**src/sfd_pkg.sv**
```systemverilog
package sfd_pkg;

   localparam logic [7:0] SYNC_RESET = 8'hAA;

   localparam logic KIND_DATA = 1'b0;
   localparam logic KIND_END  = 1'b1;

   localparam logic [1:0] STATUS_GOOD    = 2'd0;
   localparam logic [1:0] STATUS_BAD_SUM = 2'd1;
   localparam logic [1:0] STATUS_SHORT   = 2'd2;

   // received word with its sync match flag, as queued between front and back
   typedef struct packed {
      logic [7:0] rx_byte;
      logic       is_sync;
   } rx_item_type;

   typedef struct packed {
      logic       kind;
      logic [7:0] frame_command;
      logic [7:0] payload_byte;
      logic [1:0] status;
   } rsp_item_type;

endpackage

```
**src/sfd_fifo.sv**
```systemverilog
module sfd_fifo #(
   parameter int WIDTH = 8,
   parameter int DEPTH = 2
) (
   input  logic             clock,
   input  logic             reset,
   input  logic             push,
   input  logic [WIDTH-1:0] push_data,
   output logic             full,
   input  logic             pop,
   output logic [WIDTH-1:0] pop_data,
   output logic             empty
);
   localparam int PTR_W = (DEPTH > 1) ? $clog2(DEPTH) : 1;
   localparam int CNT_W = $clog2(DEPTH + 1);

   logic [WIDTH-1:0] mem_ff [DEPTH];
   logic [PTR_W-1:0] wr_ptr_ff, wr_ptr_in;
   logic [PTR_W-1:0] rd_ptr_ff, rd_ptr_in;
   logic [CNT_W-1:0] count_ff, count_in;
   logic             do_push, do_pop;

   assign full     = (count_ff == CNT_W'(DEPTH));
   assign empty    = (count_ff == '0);
   assign do_push  = push && !full;
   assign do_pop   = pop && !empty;
   assign pop_data = mem_ff[rd_ptr_ff];

   always_comb begin
      wr_ptr_in = wr_ptr_ff;
      rd_ptr_in = rd_ptr_ff;
      count_in  = count_ff;
      if (do_push) begin
         wr_ptr_in = (wr_ptr_ff == PTR_W'(DEPTH - 1)) ? '0 : wr_ptr_ff + 1'b1;
      end
      if (do_pop) begin
         rd_ptr_in = (rd_ptr_ff == PTR_W'(DEPTH - 1)) ? '0 : rd_ptr_ff + 1'b1;
      end
      if (do_push && !do_pop) begin
         count_in = count_ff + 1'b1;
      end else if (do_pop && !do_push) begin
         count_in = count_ff - 1'b1;
      end
   end

   always_ff @(posedge clock) begin
      if (reset) begin
         wr_ptr_ff <= '0;
         rd_ptr_ff <= '0;
         count_ff  <= '0;
      end else begin
         wr_ptr_ff <= wr_ptr_in;
         rd_ptr_ff <= rd_ptr_in;
         count_ff  <= count_in;
      end
      if (do_push) begin
         mem_ff[wr_ptr_ff] <= push_data;
      end
   end

`ifndef SYNTH
   a_count_range: assert property (@(posedge clock) disable iff (reset)
      count_ff <= CNT_W'(DEPTH))
      else $error("fifo count beyond depth");
   a_push_full: assert property (@(posedge clock) disable iff (reset)
      (full && push && !do_pop) |=> $stable(count_ff))
      else $error("fifo count moved on a refused push");
   a_pop_empty: assert property (@(posedge clock) disable iff (reset)
      (empty && !push) |=> empty)
      else $error("fifo filled without a push");
`endif
endmodule

```
**src/sfd_front.sv**
```systemverilog
module sfd_front (
   input  logic                 clock,
   input  logic                 reset,
   input  logic                 csr_valid,
   output logic                 csr_ready,
   input  logic [7:0]           csr_sync_value,
   input  logic                 req_push,
   output logic                 req_full,
   input  logic [7:0]           req_rx_byte,
   output logic                 q_push,
   output sfd_pkg::rx_item_type q_data,
   input  logic                 q_full
);
   import sfd_pkg::*;

   logic [7:0] sync_ff, sync_in;

   assign csr_ready = 1'b1;
   assign sync_in   = (csr_valid && csr_ready) ? csr_sync_value : sync_ff;

   always_ff @(posedge clock) begin
      if (reset) begin
         sync_ff <= SYNC_RESET;
      end else begin
         sync_ff <= sync_in;
      end
   end

   // sync match is tagged here so the back end only looks at a flag
   assign req_full        = q_full;
   assign q_push          = req_push && !q_full;
   assign q_data.rx_byte  = req_rx_byte;
   assign q_data.is_sync  = (req_rx_byte == sync_ff);
endmodule

```
**src/sfd_back.sv**
```systemverilog
module sfd_back #(
   parameter int LENGTH_FIELD_BITS = 32
) (
   input  logic                  clock,
   input  logic                  reset,
   input  logic                  in_valid,
   input  sfd_pkg::rx_item_type  in_data,
   output logic                  in_pop,
   output logic                  out_push,
   output sfd_pkg::rsp_item_type out_data,
   input  logic                  out_full
);
   import sfd_pkg::*;

   localparam int LEN_RAW   = (LENGTH_FIELD_BITS + 7) / 8;
   localparam int LEN_BYTES = (LEN_RAW < 2) ? 2 : ((LEN_RAW > 4) ? 4 : LEN_RAW);
   localparam int LEN_W     = (LENGTH_FIELD_BITS < 16) ? 16 :
                              ((LENGTH_FIELD_BITS > 32) ? 32 : LENGTH_FIELD_BITS);
   localparam int ACC_W     = LEN_BYTES * 8;
   localparam int IDX_W     = $clog2(LEN_BYTES);

   typedef enum logic [2:0] {
      PH_HUNT,
      PH_CMD,
      PH_LEN,
      PH_PAYLOAD,
      PH_CK_LO,
      PH_CK_HI
   } phase_type;

   phase_type        phase_ff, phase_in;
   logic [IDX_W-1:0] idx_ff, idx_in;
   logic [7:0]       cmd_ff, cmd_in;
   logic [ACC_W-1:0] len_acc_ff, len_acc_in;
   logic [LEN_W-1:0] remain_ff, remain_in;
   logic [15:0]      sum_ff, sum_in;
   logic [7:0]       ck_lo_ff, ck_lo_in;

   logic             take;
   logic [7:0]       b;
   logic [15:0]      sum_add;
   logic [ACC_W-1:0] len_next;
   logic [LEN_W-1:0] len_val;

   assign take    = in_valid && !out_full;
   assign in_pop  = take;
   assign b       = in_data.rx_byte;
   assign sum_add = sum_ff + {8'd0, b};

   always_comb begin
      len_next = len_acc_ff;
      for (int i = 0; i < LEN_BYTES; i++) begin
         if (idx_ff == IDX_W'(i)) begin
            len_next[i*8 +: 8] = b;
         end
      end
   end

   assign len_val = len_next[LEN_W-1:0];

   always_comb begin
      phase_in   = phase_ff;
      idx_in     = idx_ff;
      cmd_in     = cmd_ff;
      len_acc_in = len_acc_ff;
      remain_in  = remain_ff;
      sum_in     = sum_ff;
      ck_lo_in   = ck_lo_ff;
      out_push   = 1'b0;
      out_data.kind          = KIND_DATA;
      out_data.frame_command = cmd_ff;
      out_data.payload_byte  = 8'd0;
      out_data.status        = STATUS_GOOD;
      if (take) begin
         case (phase_ff)
            PH_HUNT: begin
               if (in_data.is_sync) begin
                  sum_in     = {8'd0, b};
                  len_acc_in = '0;
                  phase_in   = PH_CMD;
               end
            end
            PH_CMD: begin
               cmd_in   = b;
               sum_in   = sum_add;
               idx_in   = '0;
               phase_in = PH_LEN;
            end
            PH_LEN: begin
               sum_in     = sum_add;
               len_acc_in = len_next;
               idx_in     = idx_ff + 1'b1;
               if (idx_ff == IDX_W'(LEN_BYTES - 1)) begin
                  idx_in = '0;
                  if (len_val < LEN_W'(2)) begin
                     out_push        = 1'b1;
                     out_data.kind   = KIND_END;
                     out_data.status = STATUS_SHORT;
                     phase_in        = PH_HUNT;
                  end else if (len_val == LEN_W'(2)) begin
                     phase_in = PH_CK_LO;
                  end else begin
                     remain_in = len_val - LEN_W'(2);
                     phase_in  = PH_PAYLOAD;
                  end
               end
            end
            PH_PAYLOAD: begin
               sum_in                = sum_add;
               remain_in             = remain_ff - 1'b1;
               out_push              = 1'b1;
               out_data.payload_byte = b;
               if (remain_ff == LEN_W'(1)) begin
                  phase_in = PH_CK_LO;
               end
            end
            PH_CK_LO: begin
               ck_lo_in = b;
               phase_in = PH_CK_HI;
            end
            PH_CK_HI: begin
               out_push        = 1'b1;
               out_data.kind   = KIND_END;
               out_data.status = ({b, ck_lo_ff} == ~sum_ff) ? STATUS_GOOD : STATUS_BAD_SUM;
               phase_in        = PH_HUNT;
            end
            default: begin
               phase_in = PH_HUNT;
            end
         endcase
      end
   end

   always_ff @(posedge clock) begin
      if (reset) begin
         phase_ff <= PH_HUNT;
         idx_ff   <= '0;
      end else begin
         phase_ff <= phase_in;
         idx_ff   <= idx_in;
      end
      cmd_ff     <= cmd_in;
      len_acc_ff <= len_acc_in;
      remain_ff  <= remain_in;
      sum_ff     <= sum_in;
      ck_lo_ff   <= ck_lo_in;
   end

`ifndef SYNTH
   a_reset_hunt: assert property (@(posedge clock)
      reset |=> (phase_ff == PH_HUNT))
      else $error("not hunting after reset");
   a_payload_left: assert property (@(posedge clock) disable iff (reset)
      (phase_ff == PH_PAYLOAD) |-> (remain_ff != '0))
      else $error("payload phase with nothing left");
   a_push_room: assert property (@(posedge clock) disable iff (reset)
      out_push |-> (!out_full && in_valid))
      else $error("result pushed without room or word");
   a_idx_range: assert property (@(posedge clock) disable iff (reset)
      (phase_ff == PH_LEN) |-> (idx_ff <= IDX_W'(LEN_BYTES - 1)))
      else $error("length byte index out of range");
`endif
endmodule

```
**src/serial_frame_deframer.sv**
```systemverilog
// channel   direction  handshake            payload
// req_      in         req_push / req_full  req_rx_byte
// rsp_      out        rsp_pop / rsp_empty  rsp_kind, rsp_frame_command,
//                                           rsp_payload_byte, rsp_status
// csr_      in         csr_valid/csr_ready  csr_sync_value
//
// one word per cycle sustained while the result queue has room; a word is
// written into the input queue, then the frame state machine pops it and
// pushes its result, if it has one, into the result queue
// the frame state machine takes a word whenever the result queue has room; req_full rises only
// when the two-entry input queue backs up behind a full result queue
// synchronous reset: hunting, both queues empty, sync value 0xaa
module serial_frame_deframer #(
   parameter int LENGTH_FIELD_BITS = 32
) (
   input  logic       clock,
   input  logic       reset,
   input  logic       req_push,
   output logic       req_full,
   input  logic [7:0] req_rx_byte,
   output logic       rsp_empty,
   input  logic       rsp_pop,
   output logic       rsp_kind,
   output logic [7:0] rsp_frame_command,
   output logic [7:0] rsp_payload_byte,
   output logic [1:0] rsp_status,
   input  logic       csr_valid,
   output logic       csr_ready,
   input  logic [7:0] csr_sync_value
);
   import sfd_pkg::*;

   localparam int RX_W  = $bits(rx_item_type);
   localparam int RSP_W = $bits(rsp_item_type);

   rx_item_type  front_data, back_in;
   rsp_item_type back_out, rsp_item;
   logic         front_push, mid_full, mid_empty, back_pop;
   logic         back_push, out_full;
   logic [RX_W-1:0]  mid_pop_data;
   logic [RSP_W-1:0] out_pop_data;

   sfd_front u_front (
      .clock          (clock),
      .reset          (reset),
      .csr_valid      (csr_valid),
      .csr_ready      (csr_ready),
      .csr_sync_value (csr_sync_value),
      .req_push       (req_push),
      .req_full       (req_full),
      .req_rx_byte    (req_rx_byte),
      .q_push         (front_push),
      .q_data         (front_data),
      .q_full         (mid_full)
   );

   sfd_fifo #(.WIDTH(RX_W), .DEPTH(2)) u_mid_q (
      .clock     (clock),
      .reset     (reset),
      .push      (front_push),
      .push_data (front_data),
      .full      (mid_full),
      .pop       (back_pop),
      .pop_data  (mid_pop_data),
      .empty     (mid_empty)
   );

   assign back_in = mid_pop_data;

   sfd_back #(.LENGTH_FIELD_BITS(LENGTH_FIELD_BITS)) u_back (
      .clock    (clock),
      .reset    (reset),
      .in_valid (!mid_empty),
      .in_data  (back_in),
      .in_pop   (back_pop),
      .out_push (back_push),
      .out_data (back_out),
      .out_full (out_full)
   );

   sfd_fifo #(.WIDTH(RSP_W), .DEPTH(2)) u_rsp_q (
      .clock     (clock),
      .reset     (reset),
      .push      (back_push),
      .push_data (back_out),
      .full      (out_full),
      .pop       (rsp_pop),
      .pop_data  (out_pop_data),
      .empty     (rsp_empty)
   );

   assign rsp_item          = out_pop_data;
   assign rsp_kind          = rsp_item.kind;
   assign rsp_frame_command = rsp_item.frame_command;
   assign rsp_payload_byte  = rsp_item.payload_byte;
   assign rsp_status        = rsp_item.status;
endmodule

```
**config.mk**
```make
export PLATFORM = sky130hd
export DESIGN_NAME = serial_frame_deframer
export DESIGN_NICKNAME = d
export VERILOG_FILES = /design/src/sfd_pkg.sv /design/src/sfd_fifo.sv /design/src/sfd_front.sv /design/src/sfd_back.sv /design/src/serial_frame_deframer.sv
export SDC_FILE = /design/constraint.sdc
export NUM_CORES = 1
export LEC_CHECK = 0
export BUFFER_PORTS_ARGS = -buffer_cell sky130_fd_sc_hd__buf_4
export CORE_MARGIN = 2
export CORE_UTILIZATION = 63
export CTS_BUF_LIST = sky130_fd_sc_hd__clkbuf_2 sky130_fd_sc_hd__clkbuf_4 sky130_fd_sc_hd__clkbuf_8
export DETAILED_ROUTE_END_ITERATION = 16
export GPL_ROUTABILITY_DRIVEN = 0
export PLACE_DENSITY_LB_ADDON = 0.1
export RECOVER_POWER = 50
export SLEW_MARGIN = 20
export SYNTH_ARGS = -nofsm -noshare
export SYNTH_HDL_FRONTEND = slang
export SYNTH_SLANG_ARGS = --single-unit
export TNS_END_PERCENT = 100
```
**constraint.sdc**
```tcl
create_clock -name clock -period 8 [get_ports clock]
set_clock_uncertainty 0.05 [all_clocks]
set_input_delay 2.4 -clock clock [delete_from_list [all_inputs] [get_ports clock]]
set_output_delay 2.4 -clock clock [all_outputs]
set_load 0.01 [all_outputs]
```
==> results of run 1 <==
## worst max path at each step
stage	startpoint	endpoint	slack, ns	depth (start not counted)
2_1_floorplan	u_back.idx_ff[0]	u_back.remain_ff[0]	4.04	11
3_3_place_gp	flip-flop	u_rsp_q.mem_ff[1][0]	3.69	7
3_5_place_dp	flip-flop	u_rsp_q.mem_ff[1][14]	3.44	7
4_1_cts	flip-flop	u_rsp_q.mem_ff[1][4]	3.42	7
5_1_grt	flip-flop	u_rsp_q.mem_ff[1][1]	2.41	7
6_report	flip-flop	u_rsp_q.mem_ff[1][1]	2.69	7
## logic make-up after synthesis
family                     Yosys count  share of synthesized area [%]
muxes                               52                           7.24
AOI/OAI and AO/OA                  124                           8.29
adders and majority gates           18                           2.50
and+or+nand+nor                    292                           16.0
DFF                                175                           54.1
buffers and inverters               56                           3.04
xor gates and xnor gates            93                           8.77
other                                1                         0.0404
## routing by layer
| layer | routed length [um] | vias to the layer above | part of all wire (%) |
|---|---|---|---|
| li1 | - | 2994 | - |
| met1 | 9030 | 3044 | 44 |
| met2 | 9550 | 279 | 47 |
| met5 | 0 | - | 0 |
| met3 | 1310 | 49 | 6.4 |
| met4 | 604 | 0 | 2.9 |
## per-stage QoR
step	area (sq um)	worst slack [ns]	std cells
global placement	9700	3.69	1007
floorplan	9290	4.04	811
detailed placement	9700	3.44	1007
finish	9920	2.69	1039
global route	9920	2.41	1039
CTS	10100	3.42	1039
## power by group
group	switching, uW	internal, uW
Clock	341	296
Sequential	125	1250
Combinational	768	438
Total	1240	1980
## critical path, cell delays in order (launching register included)
cell,delay (ns)
dfxtp_1,0.69
mux2i_1,1.03
clkinvlp_2,0.59
mux2i_1,0.66
and4_2,0.36
nand4_4,0.20
o31ai_2,0.54
and2_1,0.80
## placed cells by master, fill, tap and decap left out, drive strengths merged, types with 31 or more instances in the layout
master / instances
a21oi: 34
buf: 34
clkbuf: 31
edfxtp: 152
mux2i: 32
nand2: 55
nor2: 112
o21ai: 42
xnor2: 59
xor2: 34
## flip-flops by register name, summed over array words and instances (netlist names), 2 cells and up, named ones only
name / cells
u_back.ck_lo_ff: 8
u_back.cmd_ff: 8
u_back.idx_ff: 2
u_back.len_acc_ff: 32
u_back.phase_ff: 3
u_back.remain_ff: 32
u_back.sum_ff: 16
u_front.sync_ff: 8
u_mid_q.count_ff: 2
u_mid_q.mem_ff: 18
u_rsp_q.count_ff: 2
u_rsp_q.mem_ff: 38
## cell type report
type                       count  area (sq um)
clock buffer                  19           255
tap                          184           230
sequential                   175          5020
multi-input combinational    580          3860
timing repair buffer          46           304
clock inverter                13           153
inverter                      22          87.6
fill                        1119          4560
==> results.md, run 1 <==
- Final setup vio count: 0
- Final worst path period share: 66.3%
- CP required: 8.05 ns
- TritonRoute pass-1 iters: 6
- Setup TNS: 0 ns
- Chip Width: 125 um
- Hold depth: 0
- Top-area cell type share of the netlist area: 49.1%
- Status: complete, but fails checks
- Latest clock arrival within the worst-skew pair: 0.48 ns
- CP arrival: 5.36 ns
- Reg2Reg Setup Slack: 2.69 ns
- Failing checks: max-capacitance violations, max-slew violations
- Fmax: 0.188 GHz
- Hold Path Class: flip-flop to flip-flop
- Synthesized area per cell: 11.5 sq um
- Max Slew Vio Count: 69
- Vias: 6366
- Initial antenna violation count: 0
- Port-buffer cells: 41
- Postcts setup bufs: 0
- Clock Tree Root: clkbuf_8
- Final min period: 5.31 ns
- Ports: 43
- Post-synth top flop: edfxtp_1
- Grt met1 use: 37.5%
- Hold_ws: 0.400 ns
- RSZ-0062 raised after global routing: no
- Final net count: 881
- Worst setup SP type: flip-flop
- Hold-fix buffers, CTS: 0
- Hold Fails Final Rpt: 0
- N_diodes: 0
- Post-Syn Nets: 850
- Num CTS Buffers: 17
- Clk buf depth: 2
- Post-synth top cells: edfxtp_1, nor2_1, xnor2_1
- DRC viols: 0
- Biggest area consumer among synthesized cells: edfxtp_1
- Synth warn: 0
- Relative slew slack: -25.7%
- Total clock sinks: 175
- Starting DRT DRC Count: 585
- ANT nets after route: 0
- Kind of critical path: flip-flop to flip-flop
- CTS tree: yes
- Met2 Use GR: 42.2%
- Clock Pin Slew Worst Setup and Hold Paths: 0.09 ns
- Largest net degree at the start of global routing: 44
- Critical Path Sink Type: flip-flop
- Largest cells by area after synthesis: edfxtp_1, xnor2_1, dfxtp_1
- Yosys reg bits: 175
- Total wire length: 20.5 mm
- H-tree depth: 4
- GRT Overall Usage: 26.9%
- Post-Syn Instances: 811
- HP Start: u_back.cmd_ff[2]
- Yosys cell types: 77
- WHS Endpoint: u_rsp_q.mem_ff[0][12]
- Post-CTS sizing: 0
- CP Max Fanout: 20
- Maxcap violations: 3
- Overflow after GRT: 0
- Sequential share of the synthesized area: 54.1%
- Wirelength per Cell: 19.7 um
- Most common cell in the netlist: edfxtp_1
- Slew @ Worst Pin: 1.87 ns
- First-pass GRT wire length: 33.1 mm
- Layout cells sized above 1: 13.2%
- Tot Pwr: 3220 uW
- Async SR Flop Fraction: 0%
- Die height: 125 um
- Reg-to-Reg End: u_rsp_q.mem_ff[1][1]
- VDD IR max: 0.139 mV
- Initial core utilization: 64.2%
- Power Density: 324 nW/um^2
- EDFF count, synth: 152
- FP Rows: 44
- Core box area: 14500 sq um
- Final Core Density: 68.5%
- Gr busiest metal: met2
- Die area: 15700 sq um
- GR Layer Usage met3: 4.66%
- Post-Syn Area: 9290 sq um
- Leak: 0.00339 uW
- Post-DP HPWL: 14.6 mm
- Area growth from synthesis to layout: 6.71%
- Via density: 6.13
- Vias in the first global route: 6285
- Reg2Reg Depth: 7
Power figures use the tool's default switching activity.
==> run 2: changes to the inputs <==
Settings changed: CORE_UTILIZATION 63 to 58.
Clock period 8 ns to 4.5 ns, I/O delays scaled along.
==> run 2 against run 1 <==
Effect of this change: the run still ends with max-capacitance violations, max-slew violations left; non-clock buffer count rose by 13; flip-flop and latch count unchanged; critical path depth is 1 higher; die area increased by 8.3%; sequential share of layout area is 0.95 points lower; utilization down 4.4 points; via count increased by 1.0%; hold slack improved by 0.0068 ns; first-iteration DRC count rose by 7.0%; final cell count rose by 4.3%; critical path type unchanged.
==> results.md, run 2 (synthesized netlist as in run 1, its figures left out) <==
- Status: complete, but fails checks
- Failing checks: max-capacitance violations, max-slew violations
- Clock Tree Root: clkbuf_8
- Footprint of the multi-input gates: 3990 sq um
- Worst slack at placement: 0.300 ns
- Non-filler cells, final: 1084
- Layout cells sized above 1: 15.0%
- GRT Overall Usage: 25.2%
- CP Max Fanout: 13
- Slew @ Worst Pin: 1.84 ns
- Grt met1 use: 35.7%
- Relative slew slack: -22.6%
- FP Rows: 46
- Ports: 43
- First-pass GRT wire length: 32.4 mm
- Max Slew Vio Count: 44
- Post-CTS sizing: 0
- Hold_ws: 0.407 ns
- Die height: 131 um
- H-tree depth: 4
- Initial antenna violation count: 0
- TritonRoute pass-1 iters: 5
- Met2 Use GR: 39.7%
- Final worst setup slack: 0.249 ns
- Overflow after GRT: 0
- Total wire length: 20.6 mm
- Largest net degree at the start of global routing: 44
- Worst setup SP type: flip-flop
- Reg2Reg Setup Slack: 0.25 ns
- N_diodes: 0
- Sequential Area: 5020 sq um
- Initial core utilization: 58.9%
- Via density: 5.93
- Hold Fails Final Rpt: 0
- Biggest register: u_rsp_q.mem_ff
- Hold Path Class: flip-flop to flip-flop
- Biggest regs: u_rsp_q.mem_ff: 38 flops, u_back.len_acc_ff: 32 flops, u_back.remain_ff: 32 flops
- Post-DP HPWL: 14.7 mm
- RSZ-0062 raised after global routing: no
- Final setup vio count: 0
- Max reg flops: 38
- Starting DRT DRC Count: 626
- DRC viols: 0
- Maxcap violations: 1
- Core box area: 15800 sq um
- Wirelength per Cell: 19.0 um
- Port-buffer cells: 41
- ANT nets after route: 0
- Total clock sinks: 175
- Fmax: 0.235 GHz
- CTS tree: yes
- Vias: 6430
- Power Density: 564 nW/um^2
- Postcts setup bufs: 0
- Hold-fix buffers, CTS: 0
- Final min period: 4.25 ns
- CP required: 4.85 ns
- Setup TNS: 0 ns
- Filler cells: 1272
- Critical Path Sink Type: flip-flop
- Latest clock arrival within the worst-skew pair: 0.47 ns
- Die area: 17000 sq um
- VDD IR max: 0.303 mV
- GR Layer Usage met3: 4.85%
- Clk buf depth: 2
- Most frequent cells in the layout: edfxtp_1, nor2_1, xnor2_1, nand2_1, buf_4
- Most common cell after layout, fill and taps aside: edfxtp_1
- CP arrival: 4.60 ns
- Leak: 0.00341 uW
- Area growth from synthesis to layout: 8.74%
- Placed insts: 1052
- Chip Width: 131 um
- Final worst path period share: 94.5%
- Final Core Density: 64.1%
- Kind of critical path: flip-flop to flip-flop
- Final net count: 894
- Clock Pin Slew Worst Setup and Hold Paths: 0.09 ns
- Gr busiest metal: met2
- Num CTS Buffers: 17
- Vias in the first global route: 6114
[run 2: cell types whose count changed in the layout (fill, tap and decap cells not counted), sizes merged]
cell | previous run | this run
clkbuf | 31 | 40
clkinv | 6 | 7
buf | 34 | 37
inv | 22 | 23
bufinv | 2 | 1
[run 2: stage by stage]
step | cell area (sq um) | power (uW)
2_1_floorplan | 9290 | 4120
3_3_place_gp | 9830 | 4670
3_5_place_dp | 9830 | 4730
4_1_cts | 10200 | 5750
5_1_grt | 10100 | 6040
6_report | 10100 | 5700
[run 2: routing by layer]
layer / share of wire [%] / wire (um)
met4: 2.2 / 444
met5: 0 / 0
met2: 47 / 9710
met1: 44 / 8970
met3: 7.1 / 1460
[run 2: area by class of cell]
cell class | count | area share (%)
flip-flops and latches | 175 | 49.7
clock buffers | 18 | 2.39
multi-input cells | 580 | 39.5
inverters | 22 | 0.916
well taps | 216 | 2.67
clock inverters | 14 | 1.16
repair buffers | 59 | 3.64
[run 2: final timing paths]
path	depth (start not counted)	end	start
setup reg to reg	8	u_rsp_q.count_ff[1]	flip-flop
hold reg to reg	0	u_rsp_q.mem_ff[1][14]	u_back.cmd_ff[4]
hold / removal	0	u_rsp_q.mem_ff[1][14]	u_back.cmd_ff[4]
setup / recovery	8	u_rsp_q.count_ff[1]	flip-flop
[run 2: report_power, final]
group / switching (uW) / internal [uW] / leakage [uW]
registers: 247 / 2220 / 0.00157
clock network: 572 / 440 / 0.000169
logic: 1370 / 851 / 0.00167
total: 2190 / 3510 / 0.00341
[run 2: worst max-delay path, stage by stage (launching register included)]
cell     delay, ns
dfxtp_1       0.99
mux2i_4       0.62
a21o_1        0.35
and4_1        0.41
nand4_4       0.27
o31ai_2       0.58
ha_1          0.37
or3_1         0.38
a21oi_1       0.15
